### config.mk
export PLATFORM = sky130hd
export DESIGN_NAME = radix_string_to_integer
export DESIGN_NICKNAME = d
export VERILOG_FILES = /design/src/rtl/rstoi_pkg.sv /design/src/rtl/rstoi_ram.sv /design/src/rtl/rstoi_front.sv /design/src/rtl/rstoi_queue.sv /design/src/rtl/rstoi_back.sv /design/src/rtl/radix_string_to_integer.sv
export VERILOG_INCLUDE_DIRS = /design/src /design/src/rtl
export SDC_FILE = /design/constraint.sdc
export NUM_CORES = 2
export LEC_CHECK = 0
export BUFFER_PORTS_ARGS = -buffer_cell sky130_fd_sc_hd__clkbuf_2
export CAP_MARGIN = 5
export CORE_MARGIN = 10
export CORE_UTILIZATION = 40
export DETAILED_ROUTE_END_ITERATION = 7
export HOLD_SLACK_MARGIN = 0.15
export PLACE_DENSITY = 0.54
export SLEW_MARGIN = 0
export SYNTH_ARGS = -nofsm -noshare
export SYNTH_HDL_FRONTEND = slang
export SYNTH_SLANG_ARGS = --single-unit
### constraint.sdc
create_clock -name clk_i -period 9.2 [get_ports clk_i]
set_input_delay 0.92 -clock clk_i [delete_from_list [all_inputs] [get_ports clk_i]]
set_output_delay 0.92 -clock clk_i [all_outputs]
set_load 0.03 [all_outputs]
### src/rtl/radix_string_to_integer_assert.svh
// Assertion macros shared by the radix string-to-integer RTL.
`ifndef RADIX_STRING_TO_INTEGER_ASSERT_SVH
`define RADIX_STRING_TO_INTEGER_ASSERT_SVH
`ifndef SYNTH
// Property checked on every clock edge outside reset.
`define RSTOI_ASSERT(lbl, prop, msg) \
  lbl: assert property (@(posedge clk_i) disable iff (!rst_ni) (prop)) else $error(msg);
// A condition in one cycle implies a consequence in the next.
`define RSTOI_ASSERT_NEXT(lbl, cond, cons, msg) \
  lbl: assert property (@(posedge clk_i) disable iff (!rst_ni) (cond) |=> (cons)) else $error(msg);
`else
`define RSTOI_ASSERT(lbl, prop, msg)
`define RSTOI_ASSERT_NEXT(lbl, cond, cons, msg)
`endif
`endif

### src/rtl/rstoi_pkg.sv
// Shared constants and types of the radix string-to-integer converter.
package rstoi_pkg;

  localparam int VALUE_BITS  = 32;
  localparam int OUT_BITS    = 32;
  localparam int DIGIT_BITS  = 7;
  localparam int SYM_BITS    = 8;
  localparam int MAP_DEPTH   = 256;
  localparam int SIZE_MAX    = 127;
  localparam int QUEUE_DEPTH = 2;
  localparam int QPTR_W      = $clog2(QUEUE_DEPTH);
  localparam int QCNT_W      = $clog2(QUEUE_DEPTH + 1);

  localparam logic [1:0] ACT_NEW    = 2'd0;
  localparam logic [1:0] ACT_APPEND = 2'd1;
  localparam logic [1:0] ACT_CHAR   = 2'd2;
  localparam logic [1:0] ACT_NOP    = 2'd3;

  localparam logic [1:0] PH_SKIP   = 2'd0;
  localparam logic [1:0] PH_SIGN   = 2'd1;
  localparam logic [1:0] PH_DIGITS = 2'd2;
  localparam logic [1:0] PH_STOP   = 2'd3;

  localparam logic [SYM_BITS-1:0] CH_NUL   = 8'h00;
  localparam logic [SYM_BITS-1:0] CH_TAB   = 8'h09;
  localparam logic [SYM_BITS-1:0] CH_LF    = 8'h0A;
  localparam logic [SYM_BITS-1:0] CH_VT    = 8'h0B;
  localparam logic [SYM_BITS-1:0] CH_FF    = 8'h0C;
  localparam logic [SYM_BITS-1:0] CH_CR    = 8'h0D;
  localparam logic [SYM_BITS-1:0] CH_SPACE = 8'h20;
  localparam logic [SYM_BITS-1:0] CH_PLUS  = 8'h2B;
  localparam logic [SYM_BITS-1:0] CH_MINUS = 8'h2D;
  localparam logic [SYM_BITS-1:0] CH_TILDE = 8'h7E;

  typedef enum logic [1:0] {
    KIND_CHAR,
    KIND_TERM,
    KIND_ABORT
  } kind_e;

  // One classified transaction on its way from the front to the back.
  typedef struct packed {
    kind_e                 kind;
    logic                  is_space;
    logic                  is_plus;
    logic                  is_minus;
    logic                  hit;
    logic [DIGIT_BITS-1:0] digit;
    logic [DIGIT_BITS-1:0] size;
    logic                  ok;
  } entry_t;

endpackage

### src/rtl/rstoi_ram.sv
// Generic single-write, single-read RAM with registered read data.
module rstoi_ram #(
  parameter int WIDTH = 8,
  parameter int DEPTH = 256
) (
  input  logic                     clk_i,
  input  logic                     we_i,
  input  logic [$clog2(DEPTH)-1:0] waddr_i,
  input  logic [WIDTH-1:0]         wdata_i,
  input  logic                     re_i,
  input  logic [$clog2(DEPTH)-1:0] raddr_i,
  output logic [WIDTH-1:0]         rdata_o
);

  logic [WIDTH-1:0] mem_q [DEPTH];
  logic [WIDTH-1:0] rdata_q;

  always_ff @(posedge clk_i) begin
    if (we_i) begin
      mem_q[waddr_i] <= wdata_i;
    end
    if (re_i) begin
      rdata_q <= mem_q[raddr_i];
    end
  end

  assign rdata_o = rdata_q;

endmodule

### src/rtl/rstoi_front.sv
// Front end: accepts transactions, maintains the alphabet and classifies characters.
`include "radix_string_to_integer_assert.svh"
module rstoi_front (
  input  logic                               clk_i,
  input  logic                               rst_ni,
  input  logic                               in_valid_i,
  output logic                               in_stall_o,
  input  logic [1:0]                         action_i,
  input  logic [rstoi_pkg::SYM_BITS-1:0]     symbol_i,
  input  logic                               q_full_i,
  output logic                               q_push_o,
  output rstoi_pkg::entry_t                  q_entry_o
);

  logic                                   accept;
  logic                                   is_new;
  logic                                   is_app;
  logic                                   is_chr;
  logic                                   sym_legal;
  logic                                   hit_now;
  logic [rstoi_pkg::MAP_DEPTH-1:0]        map_valid_q, map_valid_d;
  logic [rstoi_pkg::DIGIT_BITS-1:0]       size_q, size_d;
  logic                                   err_q, err_d;
  logic                                   ram_we;
  logic [rstoi_pkg::DIGIT_BITS-1:0]       ram_wdata;
  logic [rstoi_pkg::DIGIT_BITS-1:0]       ram_rdata;
  logic                                   s1_load;
  logic                                   s1_valid_q, s1_valid_d;
  rstoi_pkg::entry_t                      s1_q, s1_d;

  assign accept = in_valid_i && !in_stall_o;
  assign is_new = accept && (action_i == rstoi_pkg::ACT_NEW);
  assign is_app = accept && (action_i == rstoi_pkg::ACT_APPEND);
  assign is_chr = accept && (action_i == rstoi_pkg::ACT_CHAR);

  // Printable, not a space, and neither sign character.
  assign sym_legal = (symbol_i > rstoi_pkg::CH_SPACE) && (symbol_i <= rstoi_pkg::CH_TILDE)
                     && (symbol_i != rstoi_pkg::CH_PLUS) && (symbol_i != rstoi_pkg::CH_MINUS);
  assign hit_now = map_valid_q[symbol_i];

  always_comb begin
    map_valid_d = map_valid_q;
    size_d      = size_q;
    err_d       = err_q;
    ram_we      = 1'b0;
    ram_wdata   = size_q;
    if (is_new) begin
      map_valid_d = '0;
      size_d      = '0;
      err_d       = 1'b0;
      ram_wdata   = '0;
      if (sym_legal) begin
        map_valid_d[symbol_i] = 1'b1;
        size_d                = rstoi_pkg::DIGIT_BITS'(1);
        ram_we                = 1'b1;
      end else begin
        err_d = 1'b1;
      end
    end else if (is_app) begin
      if (!sym_legal || hit_now) begin
        err_d = 1'b1;
      end else begin
        map_valid_d[symbol_i] = 1'b1;
        ram_we                = 1'b1;
        if (size_q != rstoi_pkg::DIGIT_BITS'(rstoi_pkg::SIZE_MAX)) begin
          size_d = size_q + rstoi_pkg::DIGIT_BITS'(1);
        end
      end
    end
  end

  rstoi_ram #(
    .WIDTH(rstoi_pkg::DIGIT_BITS),
    .DEPTH(rstoi_pkg::MAP_DEPTH)
  ) u_digit_map (
    .clk_i  (clk_i),
    .we_i   (ram_we),
    .waddr_i(symbol_i),
    .wdata_i(ram_wdata),
    .re_i   (is_chr),
    .raddr_i(symbol_i),
    .rdata_o(ram_rdata)
  );

  // The lookup stage holds a transaction while its digit comes out of the RAM.
  assign s1_load = is_new || is_chr;

  always_comb begin
    s1_d          = s1_q;
    s1_d.is_space = (symbol_i == rstoi_pkg::CH_SPACE) || (symbol_i == rstoi_pkg::CH_TAB)
                    || (symbol_i == rstoi_pkg::CH_LF) || (symbol_i == rstoi_pkg::CH_VT)
                    || (symbol_i == rstoi_pkg::CH_FF) || (symbol_i == rstoi_pkg::CH_CR);
    s1_d.is_plus  = (symbol_i == rstoi_pkg::CH_PLUS);
    s1_d.is_minus = (symbol_i == rstoi_pkg::CH_MINUS);
    s1_d.hit      = hit_now;
    s1_d.digit    = '0;
    s1_d.size     = size_q;
    s1_d.ok       = !err_q && (size_q >= rstoi_pkg::DIGIT_BITS'(2));
    if (action_i == rstoi_pkg::ACT_NEW) begin
      s1_d.kind = rstoi_pkg::KIND_ABORT;
    end else if (symbol_i == rstoi_pkg::CH_NUL) begin
      s1_d.kind = rstoi_pkg::KIND_TERM;
    end else begin
      s1_d.kind = rstoi_pkg::KIND_CHAR;
    end
  end

  assign q_push_o   = s1_valid_q && !q_full_i;
  assign in_stall_o = s1_valid_q && q_full_i;
  assign s1_valid_d = s1_load ? 1'b1 : (q_push_o ? 1'b0 : s1_valid_q);

  always_comb begin
    q_entry_o       = s1_q;
    q_entry_o.digit = ram_rdata;
  end

  always_ff @(posedge clk_i or negedge rst_ni) begin
    if (!rst_ni) begin
      map_valid_q <= '0;
      size_q      <= '0;
      err_q       <= 1'b0;
      s1_valid_q  <= 1'b0;
    end else begin
      map_valid_q <= map_valid_d;
      size_q      <= size_d;
      err_q       <= err_d;
      s1_valid_q  <= s1_valid_d;
    end
  end

  always_ff @(posedge clk_i) begin
    if (s1_load) begin
      s1_q <= s1_d;
    end
  end

  `RSTOI_ASSERT_NEXT(a_new_alphabet, is_new, (size_q == rstoi_pkg::DIGIT_BITS'(1)) != err_q, "new alphabet left inconsistent size and error")
  `RSTOI_ASSERT(a_no_lookup_when_held, (s1_valid_q && q_full_i) |-> !is_chr, "digit lookup issued while lookup stage is held")

endmodule

### src/rtl/rstoi_queue.sv
// Short queue of classified transactions between the front and the back.
`include "radix_string_to_integer_assert.svh"
module rstoi_queue (
  input  logic              clk_i,
  input  logic              rst_ni,
  input  logic              push_i,
  input  rstoi_pkg::entry_t entry_i,
  output logic              full_o,
  input  logic              pop_i,
  output logic              valid_o,
  output rstoi_pkg::entry_t entry_o
);

  rstoi_pkg::entry_t               slot_q [rstoi_pkg::QUEUE_DEPTH];
  logic [rstoi_pkg::QPTR_W-1:0]    wr_ptr_q, wr_ptr_d;
  logic [rstoi_pkg::QPTR_W-1:0]    rd_ptr_q, rd_ptr_d;
  logic [rstoi_pkg::QCNT_W-1:0]    count_q, count_d;

  assign full_o  = (count_q == rstoi_pkg::QCNT_W'(rstoi_pkg::QUEUE_DEPTH));
  assign valid_o = (count_q != '0);
  assign entry_o = slot_q[rd_ptr_q];

  always_comb begin
    wr_ptr_d = wr_ptr_q;
    rd_ptr_d = rd_ptr_q;
    count_d  = count_q;
    if (push_i) begin
      wr_ptr_d = (wr_ptr_q == rstoi_pkg::QPTR_W'(rstoi_pkg::QUEUE_DEPTH - 1))
                 ? '0 : wr_ptr_q + rstoi_pkg::QPTR_W'(1);
    end
    if (pop_i) begin
      rd_ptr_d = (rd_ptr_q == rstoi_pkg::QPTR_W'(rstoi_pkg::QUEUE_DEPTH - 1))
                 ? '0 : rd_ptr_q + rstoi_pkg::QPTR_W'(1);
    end
    if (push_i && !pop_i) begin
      count_d = count_q + rstoi_pkg::QCNT_W'(1);
    end else if (pop_i && !push_i) begin
      count_d = count_q - rstoi_pkg::QCNT_W'(1);
    end
  end

  always_ff @(posedge clk_i or negedge rst_ni) begin
    if (!rst_ni) begin
      wr_ptr_q <= '0;
      rd_ptr_q <= '0;
      count_q  <= '0;
    end else begin
      wr_ptr_q <= wr_ptr_d;
      rd_ptr_q <= rd_ptr_d;
      count_q  <= count_d;
    end
  end

  always_ff @(posedge clk_i) begin
    if (push_i) begin
      slot_q[wr_ptr_q] <= entry_i;
    end
  end

  `RSTOI_ASSERT(a_no_push_full, !(push_i && full_o), "push into a full queue")
  `RSTOI_ASSERT(a_no_pop_empty, !(pop_i && !valid_o), "pop from an empty queue")
  `RSTOI_ASSERT(a_count_bound, count_q <= rstoi_pkg::QCNT_W'(rstoi_pkg::QUEUE_DEPTH), "queue count beyond depth")

endmodule

### src/rtl/rstoi_back.sv
// Back end: sign and digit parsing, accumulation and the result register.
`include "radix_string_to_integer_assert.svh"
module rstoi_back (
  input  logic                                  clk_i,
  input  logic                                  rst_ni,
  input  logic                                  q_valid_i,
  input  rstoi_pkg::entry_t                     q_entry_i,
  output logic                                  q_pop_o,
  output logic                                  out_valid_o,
  input  logic                                  out_stall_i,
  output logic signed [rstoi_pkg::OUT_BITS-1:0] value_o,
  output logic                                  base_valid_o
);

  logic [1:0]                             phase_q, phase_d;
  logic                                   neg_q, neg_d;
  logic [rstoi_pkg::VALUE_BITS-1:0]       acc_q, acc_d;
  logic                                   out_valid_q, out_valid_d;
  logic signed [rstoi_pkg::OUT_BITS-1:0]  value_q;
  logic                                   base_valid_q;
  logic                                   take_out;
  logic                                   is_term;
  logic                                   load_out;
  logic [rstoi_pkg::VALUE_BITS-1:0]       acc_step;
  logic [rstoi_pkg::VALUE_BITS-1:0]       acc_signed;
  logic signed [rstoi_pkg::OUT_BITS-1:0]  term_value;

  assign take_out = !out_valid_q || !out_stall_i;
  assign is_term  = (q_entry_i.kind == rstoi_pkg::KIND_TERM);
  assign q_pop_o  = q_valid_i && (!is_term || take_out);
  assign load_out = q_pop_o && is_term;

  // One multiply-accumulate per digit, wrapped to the accumulator width.
  assign acc_step = rstoi_pkg::VALUE_BITS'(
                      acc_q * rstoi_pkg::VALUE_BITS'(q_entry_i.size)
                      + rstoi_pkg::VALUE_BITS'(q_entry_i.digit));

  assign acc_signed = neg_q ? (rstoi_pkg::VALUE_BITS'(0) - acc_q) : acc_q;
  assign term_value = q_entry_i.ok
                      ? rstoi_pkg::OUT_BITS'($signed(acc_signed))
                      : '0;

  always_comb begin
    logic [1:0] eff;
    eff     = phase_q;
    phase_d = phase_q;
    neg_d   = neg_q;
    acc_d   = acc_q;
    if (q_pop_o) begin
      case (q_entry_i.kind)
        rstoi_pkg::KIND_CHAR: begin
          // Leading phases fall through as soon as the character does not belong to them.
          if (eff == rstoi_pkg::PH_SKIP && !q_entry_i.is_space) begin
            eff = rstoi_pkg::PH_SIGN;
          end
          if (eff == rstoi_pkg::PH_SIGN && !q_entry_i.is_plus && !q_entry_i.is_minus) begin
            eff = rstoi_pkg::PH_DIGITS;
          end
          phase_d = eff;
          if (eff == rstoi_pkg::PH_SIGN && q_entry_i.is_minus) begin
            neg_d = !neg_q;
          end
          if (eff == rstoi_pkg::PH_DIGITS) begin
            if (q_entry_i.hit) begin
              acc_d = acc_step;
            end else begin
              phase_d = rstoi_pkg::PH_STOP;
            end
          end
        end
        rstoi_pkg::KIND_TERM, rstoi_pkg::KIND_ABORT: begin
          phase_d = rstoi_pkg::PH_SKIP;
          neg_d   = 1'b0;
          acc_d   = '0;
        end
        default: begin
          phase_d = phase_q;
        end
      endcase
    end
  end

  always_comb begin
    if (load_out) begin
      out_valid_d = 1'b1;
    end else if (!out_stall_i) begin
      out_valid_d = 1'b0;
    end else begin
      out_valid_d = out_valid_q;
    end
  end

  always_ff @(posedge clk_i or negedge rst_ni) begin
    if (!rst_ni) begin
      phase_q     <= rstoi_pkg::PH_SKIP;
      neg_q       <= 1'b0;
      acc_q       <= '0;
      out_valid_q <= 1'b0;
    end else begin
      phase_q     <= phase_d;
      neg_q       <= neg_d;
      acc_q       <= acc_d;
      out_valid_q <= out_valid_d;
    end
  end

  always_ff @(posedge clk_i) begin
    if (load_out) begin
      value_q      <= term_value;
      base_valid_q <= q_entry_i.ok;
    end
  end

  assign out_valid_o  = out_valid_q;
  assign value_o      = value_q;
  assign base_valid_o = base_valid_q;

  `RSTOI_ASSERT_NEXT(a_bad_alphabet_zero, load_out && !q_entry_i.ok, (value_q == '0) && !base_valid_q, "invalid alphabet produced a nonzero result")
  `RSTOI_ASSERT_NEXT(a_abort_clears, q_valid_i && (q_entry_i.kind == rstoi_pkg::KIND_ABORT), (phase_q == rstoi_pkg::PH_SKIP) && !neg_q && (acc_q == '0), "abort did not clear the parse")

endmodule

### src/rtl/radix_string_to_integer.sv
// Top level of the radix string-to-integer converter.
//
//   Channel  Dir  Handshake                  Payload
//   in       in   in_valid_i / in_stall_o    action_i, symbol_i
//   out      out  out_valid_o / out_stall_i  value_o, base_valid_o
//
// One transaction per cycle sustained while in_stall_o stays low; the digit-map
// RAM read is registered and the back end does one multiply-accumulate per character.
// A terminator passes the lookup stage and the queue before its result is loaded
// into the result register and out_valid_o rises.
// Reset and a new-alphabet transaction clear the 256 symbol valid flags at once.
// A two-entry queue and the lookup stage absorb output stalls; in_stall_o rises
// only when the lookup stage holds a transaction and the queue is full.
module radix_string_to_integer (
  input  logic                                  clk_i,
  input  logic                                  rst_ni,
  input  logic                                  in_valid_i,
  output logic                                  in_stall_o,
  input  logic [1:0]                            action_i,
  input  logic [rstoi_pkg::SYM_BITS-1:0]        symbol_i,
  output logic                                  out_valid_o,
  input  logic                                  out_stall_i,
  output logic signed [rstoi_pkg::OUT_BITS-1:0] value_o,
  output logic                                  base_valid_o
);

  logic              q_push;
  logic              q_full;
  logic              q_pop;
  logic              q_valid;
  rstoi_pkg::entry_t push_entry;
  rstoi_pkg::entry_t head_entry;

  rstoi_front u_front (
    .clk_i     (clk_i),
    .rst_ni    (rst_ni),
    .in_valid_i(in_valid_i),
    .in_stall_o(in_stall_o),
    .action_i  (action_i),
    .symbol_i  (symbol_i),
    .q_full_i  (q_full),
    .q_push_o  (q_push),
    .q_entry_o (push_entry)
  );

  rstoi_queue u_queue (
    .clk_i  (clk_i),
    .rst_ni (rst_ni),
    .push_i (q_push),
    .entry_i(push_entry),
    .full_o (q_full),
    .pop_i  (q_pop),
    .valid_o(q_valid),
    .entry_o(head_entry)
  );

  rstoi_back u_back (
    .clk_i       (clk_i),
    .rst_ni      (rst_ni),
    .q_valid_i   (q_valid),
    .q_entry_i   (head_entry),
    .q_pop_o     (q_pop),
    .out_valid_o (out_valid_o),
    .out_stall_i (out_stall_i),
    .value_o     (value_o),
    .base_valid_o(base_valid_o)
  );

endmodule
# ---- Yosys cells after proc, flatten, opt, wreduce, memory -nomap -nowiden
# Memory sizes are Yosys's and may differ from the RTL's. A register that Yosys moved wholly into a read port is not among the register bits.
# Index checks and enable logic that the tools add are counted.
# Widths: inputs -> output; s select.
dict set report classes {
  mul 1
  n_addsub 7
  n_eq_ne 24
  n_reduce_logical 59
  muxes 50
  order_cmp 5
  n_bitwise 1
}
# op count
set op_table {}
lappend op_table {{$mux 256} 4}
lappend op_table {{$or 256x256->256} 1}
lappend op_table {{$mux 32} 3}
lappend op_table {{$pmux 32 s2} 1}
lappend op_table {{$eq 8x4->1 const B} 5}
lappend op_table {{$mux 7} 5}
lappend op_table {{$add 32x7->32} 1}
lappend op_table {{$mul 32x7->32} 1}
lappend op_table {{$sub 1x32->32 const A} 1}
lappend op_table {{$eq 8x6->1 const B} 3}
lappend op_table {{$mux 1} 23}
lappend op_table {{$mux 2} 10}
lappend op_table {{$logic_and 1x1->1} 19}
lappend op_table {{$ne 8x6->1 const B} 2}
lappend op_table {{$reduce_bool 2->1} 7}
lappend op_table {{$logic_not 1->1} 13}
lappend op_table {{$logic_or 1x1->1} 9}
lappend op_table {{$lt 8x9->1 const B} 1}
lappend op_table {{$bmux 1 s8} 1}
lappend op_table {{$demux 1 s8} 1}
lappend op_table {{$eq 2x1->1 const B} 4}
lappend op_table {{$eq 2x2->1 const B} 4}
lappend op_table {{$ge 8x1->1 const B} 1}
lappend op_table {{$gt 8x6->1 const B} 1}
lappend op_table {{17 further kinds} 26}
dict set report totals {
  ramBits 1834
  mem_count 2
  in_bits 14
  out_inout_bits 35
  word_cells 169
  register_bits 352
}
# memory words word_bits read_ports rd_ports_with_merged_regs wr line_no
set memory_table {}
lappend memory_table {u_front.u_digit_map.mem_q 256 7 1 1 1 rstoi_ram.sv:15} ;# logic [WIDTH-1:0] mem_q [DEPTH];
lappend memory_table {u_queue.slot_q 2 21 1 0 1 rstoi_queue.sv:14} ;# rstoi_pkg::entry_t slot_q [rstoi_pkg::QUEUE_DEPTH];

# ---- Depth between registers and ports, before layout
# An unclocked memory read counts as a cell.
dict set report depth {
  ltp_word 16
  ltp_mapped 22
  depth_no_buf 19
}

# ---- Hierarchy
# From an unflattened synthesis, not the netlist that was laid out.
dict set report hier_totals {
  cells_unflattened 5576
  hier_area_um2 94187.8
}
# mod seq_area_each_um2 cells_per_inst area_each_um2 n_inst
set by_module_without_submodules {}
lappend by_module_without_submodules {rstoi_ram 54021.8 3381 70267.4 1}
lappend by_module_without_submodules {rstoi_front 7051.8 991 12079.1 1}
lappend by_module_without_submodules {rstoi_back 1891.8 1123 10132.2 1}
lappend by_module_without_submodules {rstoi_queue 1361.3 81 1709.1 1}

# ---- Worst setup path before layout
# Ideal clock, no wire load.
dict set report synth_path {
  path_type {input-to-reg}
  start {input port action_i[0]}
  end {memory u_front.u_digit_map.mem_q[0][0] (netlist name), data pin}
  arrival_ns 7.201
  path_slack_ns 0.607
  setup_time_ns 1.392
  path_buffers 1
  required_time_ns 7.808
  cell_stages 3
  cell_sequence {clkbuf_1 nor3_1 nor2_1}
}
dict set report synth_via {
  elab_chain_len 3
}
# element line_no
set synth_lines {}
lappend synth_lines {{start, declared} radix_string_to_integer.sv:19} ;# input logic [1:0] action_i,
lappend synth_lines {{$logic_not 2->1} rstoi_front.sv:32} ;# assign is_new = accept && (action_i == rstoi_pkg::ACT_NEW);
lappend synth_lines {{$logic_and 1x1->1} rstoi_front.sv:32}
lappend synth_lines {{$mux 7} rstoi_front.sv:47} ;# if (is_new) begin
lappend synth_lines {{via u_front.ram_wdata (one bit)} rstoi_front.sv:25} ;# logic [rstoi_pkg::DIGIT_BITS-1:0] ram_wdata;
lappend synth_lines {{end, declared} rstoi_ram.sv:15}
# The timed path passes the listed nets, and every way through them passes these cells.

# ---- Worst setup path after layout
dict set report layout_path {
  start {register u_queue.rd_ptr_q}
  end {register u_back.acc_q[28] (netlist name)}
}
dict set report layout_via {
  elab_chain_len 15
  elab_cells_between_ends 31
  cone_classes {add/sub: 1; mul: 1; eq/ne: 6; mux: 9; reduce/logical: 13; memory: 1}
}
# element line_no
set layout_lines {}
lappend layout_lines {{start, declared} rstoi_queue.sv:16} ;# logic [rstoi_pkg::QPTR_W-1:0] rd_ptr_q, rd_ptr_d;
lappend layout_lines {{start signal, assigned} rstoi_queue.sv:49} ;# rd_ptr_q <= rd_ptr_d;
lappend layout_lines {{$mem_v2 2x21 (*)} --}
lappend layout_lines {{branches (longest 14 deep; another with $mul 32x7->32)} --}
lappend layout_lines {{end signal, assigned} rstoi_back.sv:97} ;# acc_q <= '0;
lappend layout_lines {{end signal, assigned} rstoi_back.sv:102} ;# acc_q <= acc_d;
lappend layout_lines {{end, declared} rstoi_back.sv:17} ;# logic [rstoi_pkg::VALUE_BITS-1:0] acc_q, acc_d;
# Mark *: on every way between the ends. The select of a mux whose other input is x is not followed.
# A chain may end at the register's enable or synchronous reset.

==> results_dict.tcl <==
set metrics [dict create \
    synth-async-reset-ratio_pct 13.9 \
    place_area_sq_um 101000 \
    cp-endpoint "u_back.acc_q[28]" \
    ys_ff_latch 2193 \
    rows 176 \
    fp.dieW_microns 502 \
    fmax_mhz 149 \
    yosys.area.top_type "edfxtp_1" \
    clock_skew_ns 0.0603 \
    dp_hpwl_mm 116 \
    final_max_slew_viol_count 0 \
    drt_iter0_markers 3703 \
    first_pass_iters 6 \
    synth_top_area_share_pct 61.1 \
    crit_slowest_cell "dfrtp_1" \
    cp-startpoint "u_queue.rd_ptr_q" \
    intPower_uw 19100 \
    detail-route-antenna-nets 0 \
    synth_ff_type "edfxtp_1" \
    crit_chain "mux2_2, and2_1, fa_1, inv_1, fa_1, inv_1, fa_1, inv_1, fa_1, inv_1, ha_1, a21oi_1, o21bai_1, o21a_1, o31a_1, a211o_1, a221oi_1, o21a_1, o211ai_1" \
    cts_tree "built" \
    post_cts_buffers 0 \
    slew_headroom_pct 14.0 \
    die-area_sq_um 252000 \
    final_hold_viol_count 0 \
    drive_gt1_share_pct 18.6 \
    clk-insertion-delay-late_ns 0.87 \
    routedWlPerCell_microns 20.8 \
    cts_sinks 2193 \
    hold_ws_ns 0.277 \
    cts-root-buf "clkbuf_16" \
    hp-class "input port to flop" \
    core_area_sq_um 231000 \
    cp_max_fo 29 \
    start_kind "flop" \
    synth_area_leaders "edfxtp_1, mux4_2, dfrtp_1" \
    yosysSeqAreaShare_pct 69.3 \
    fill_cells 19831 \
    cts_buffer_depth 3 \
    areaGrowthSynthToFinish_pct 16.8 \
    synth_area_sq_um 92800 \
    antenna_found_initial 4 \
    power_density_nw_per_um2 248 \
    synth_edf_count 1888 \
    gp_congestion 0.784 \
    grt_pass1_vias 48713 \
    cpLargestDelayFamily "adder cells" \
    final_common_cell "edfxtp_1" \
    cp.arrival_ns 7.39 \
    grt_util_all_layers_pct 15.5 \
    cts_buffers 227 \
    grt_max_degree 257 \
    r2r_slack_ns 2.51 \
    cp.required_ns 9.90 \
    path_clk_slew_ns 0.06 \
    worst-path-stages 19 \
    wl_mm 194 \
    cp-end-kind "flop" \
    vias 46530 \
    critical_path_class "flop to flop" \
    r2r-end "u_back.acc_q[28]" \
    clockPowerShare_pct 34.1 \
    synth_cell_types 79 \
    design_area_sq_um 108000 \
    fin_crit_sh_pct 72.8 \
    reg2reg_from "u_queue.rd_ptr_q" \
    max_cap_violations 0 \
    final_nets 6321 \
    vdd_drop_max_mv 0.223 \
    setup_violations 0 \
    switching_share_pct 28.9 \
    hold-path-cell-count 2 \
    ioPinCount 49 \
    grt_first_pass_wirelength_mm 300 \
    viasPerCell 4.99 \
    cts_max_level 4 \
    seqPwrFrac_pct 43.9 \
    outcome "complete, no violations" \
    avgSynthCellArea_sq_um 19.2 \
    pwr-share-comb_pct 22.0 \
    r2r_cells 19 \
    finalSetupTns_ns 0 \
    initial_core_util_pct 40.3 \
    post_cts_resize_count 0 \
    die-height_microns 502 \
    path_buf_inv 4 \
    fin_crit_ns 6.69 \
    power.net_switching_uw 7780 \
    io_buffers 48 \
    crit_path_max_incr_delay_ns 0.85 \
    ys_warn_count 0 \
    rsz0062_at_grt "false" \
    power_leakage_uw 0.0416 \
    layout_common_cells "edfxtp_1, conb_1, mux4_2" \
    drc 0 \
    synth_cells 4842 \
    overflow 0 \
    worst_pin_slew_ns 1.29 \
]
power by group through the flow:
| stage | registers [uW] | clock network (uW) | logic [uW] |
|---|---|---|---|
| final | 11800 | 9170 | 5900 |
| after global routing | 11900 | 9830 | 6680 |
| after CTS | 11800 | 9450 | 5990 |
| after detailed placement | 12000 | 0 | 5920 |
| after global placement | 12000 | 0 | 5910 |
| after floorplan | 11900 | 0 | 4340 |
synthesized netlist by cell type, types with 6 or more instances:
master	count
mux4_1	14
o31ai_1	18
xor2_1	41
dfrtp_1	305
buf_6	16
nor4_1	50
and3_1	16
mux2_2	21
and2_1	337
a21o_1	16
inv_1	193
buf_2	74
nand4_1	10
nand2b_1	13
clkbuf_1	154
mux4_2	606
xnor2_1	23
a22oi_1	19
or4_1	7
a21oi_1	36
edfxtp_1	1888
nor3_1	73
a211oi_1	12
o211ai_1	6
a32o_1	96
o21ai_0	57
nand2_1	138
nor2b_1	13
mux2i_1	72
o21a_1	8
ha_1	72
a31oi_1	13
nor2_1	107
nand3_1	29
o41ai_1	7
buf_4	28
fa_1	138
buf_1	27
stage by stage:
| step | utilization (%) | instances | power, uW | setup slack [ns] |
|---|---|---|---|---|
| global route | 47.0 | 9320 | 28400 | 2.18 |
| floorplan | - | 5989 | 16300 | 0.607 |
| global placement | 43.8 | 8892 | 17900 | 2.15 |
| detailed placement | 43.8 | 8892 | 17900 | 2.07 |
| finish | 47.0 | 9321 | 26900 | 2.51 |
| CTS | 47.0 | 9318 | 27300 | 2.01 |
cell families after synthesis:
family	after synthesis	synth area share [%]
DFF	2193	69.3
and+or+nand+nor	819	4.77
muxes	714	16.2
buffers and inverters	500	2.42
AOI/OAI and AO/OA	341	2.82
adders and majority gates	210	3.95
xor gates and xnor gates	64	0.604
other	1	0.00404
layer usage:
layer	global-route usage, %	up-vias	wire length, microns	share of wire, %
met4	4.66	0	5210	2.7
li1	-	20650	-	-
met1	21.5	24598	86500	45
met2	25.1	973	93300	48
met3	2.61	309	9270	4.8
met5	0	-	0	0
final cells by class:
type	instances	area, sq um	share of cell area (%)
inverters	196	753	0.694
multi-input cells	3296	30700	28.3
flip-flops and latches	2193	64300	59.3
clock inverters	140	1440	1.33
well taps	3026	3790	3.49
diodes	2	5.00	0.00461
repair buffers	183	1400	1.29
clock buffers	285	6090	5.62
timing repair:
action | CTS | global route
endpoints found under the setup margin | 0 | 0
hold endpoints to repair | 112 | 0
hold buffers | 1 | 0
how the worst min path moves through the flow:
stage | start | end | slack (ns)
after floorplan | u_front.q_entry_o[0] | u_queue.slot_q[0][0] | 0.42
after global placement | u_front.u_digit_map.rdata_o[4] | u_queue.slot_q[0][12] | 0.43
after detailed placement | u_front.q_entry_o[2] | u_queue.slot_q[1][2] | 0.44
after CTS | out_stall_i | u_back.out_valid_o | 0.19
after global routing | out_stall_i | u_back.out_valid_o | 0.23
final | out_stall_i | u_back.out_valid_o | 0.28
sequential cells by signal (all words and copies together), names as in the netlist, 2 cells and up:
| register | flops |
|---|---|
| u_front.size_q | 7 |
| u_front.u_digit_map.mem_q | 1792 |
| u_queue.count_q | 2 |
| u_front.u_digit_map.rdata_o | 7 |
| u_back.value_o | 32 |
| u_front.map_valid_q | 256 |
| u_queue.slot_q | 42 |
| u_back.phase_q | 2 |
| u_back.acc_q | 32 |
| u_front.q_entry_o | 14 |
worst reg2reg max path: stages, from the launching register on:
cell and delay (ns):
dfrtp_1 0.85, mux2_2 0.66, and2_1 0.29, fa_1 0.53, inv_1 0.05, fa_1 0.53
inv_1 0.05, fa_1 0.48, inv_1 0.05, fa_1 0.48, inv_1 0.04, ha_1 0.33
a21oi_1 0.17, o21bai_1 0.10, o21a_1 0.22, o31a_1 0.32, a211o_1 0.37, a221oi_1 0.67
o21a_1 0.24, o211ai_1 0.11
Power figures use the tool's default switching activity.
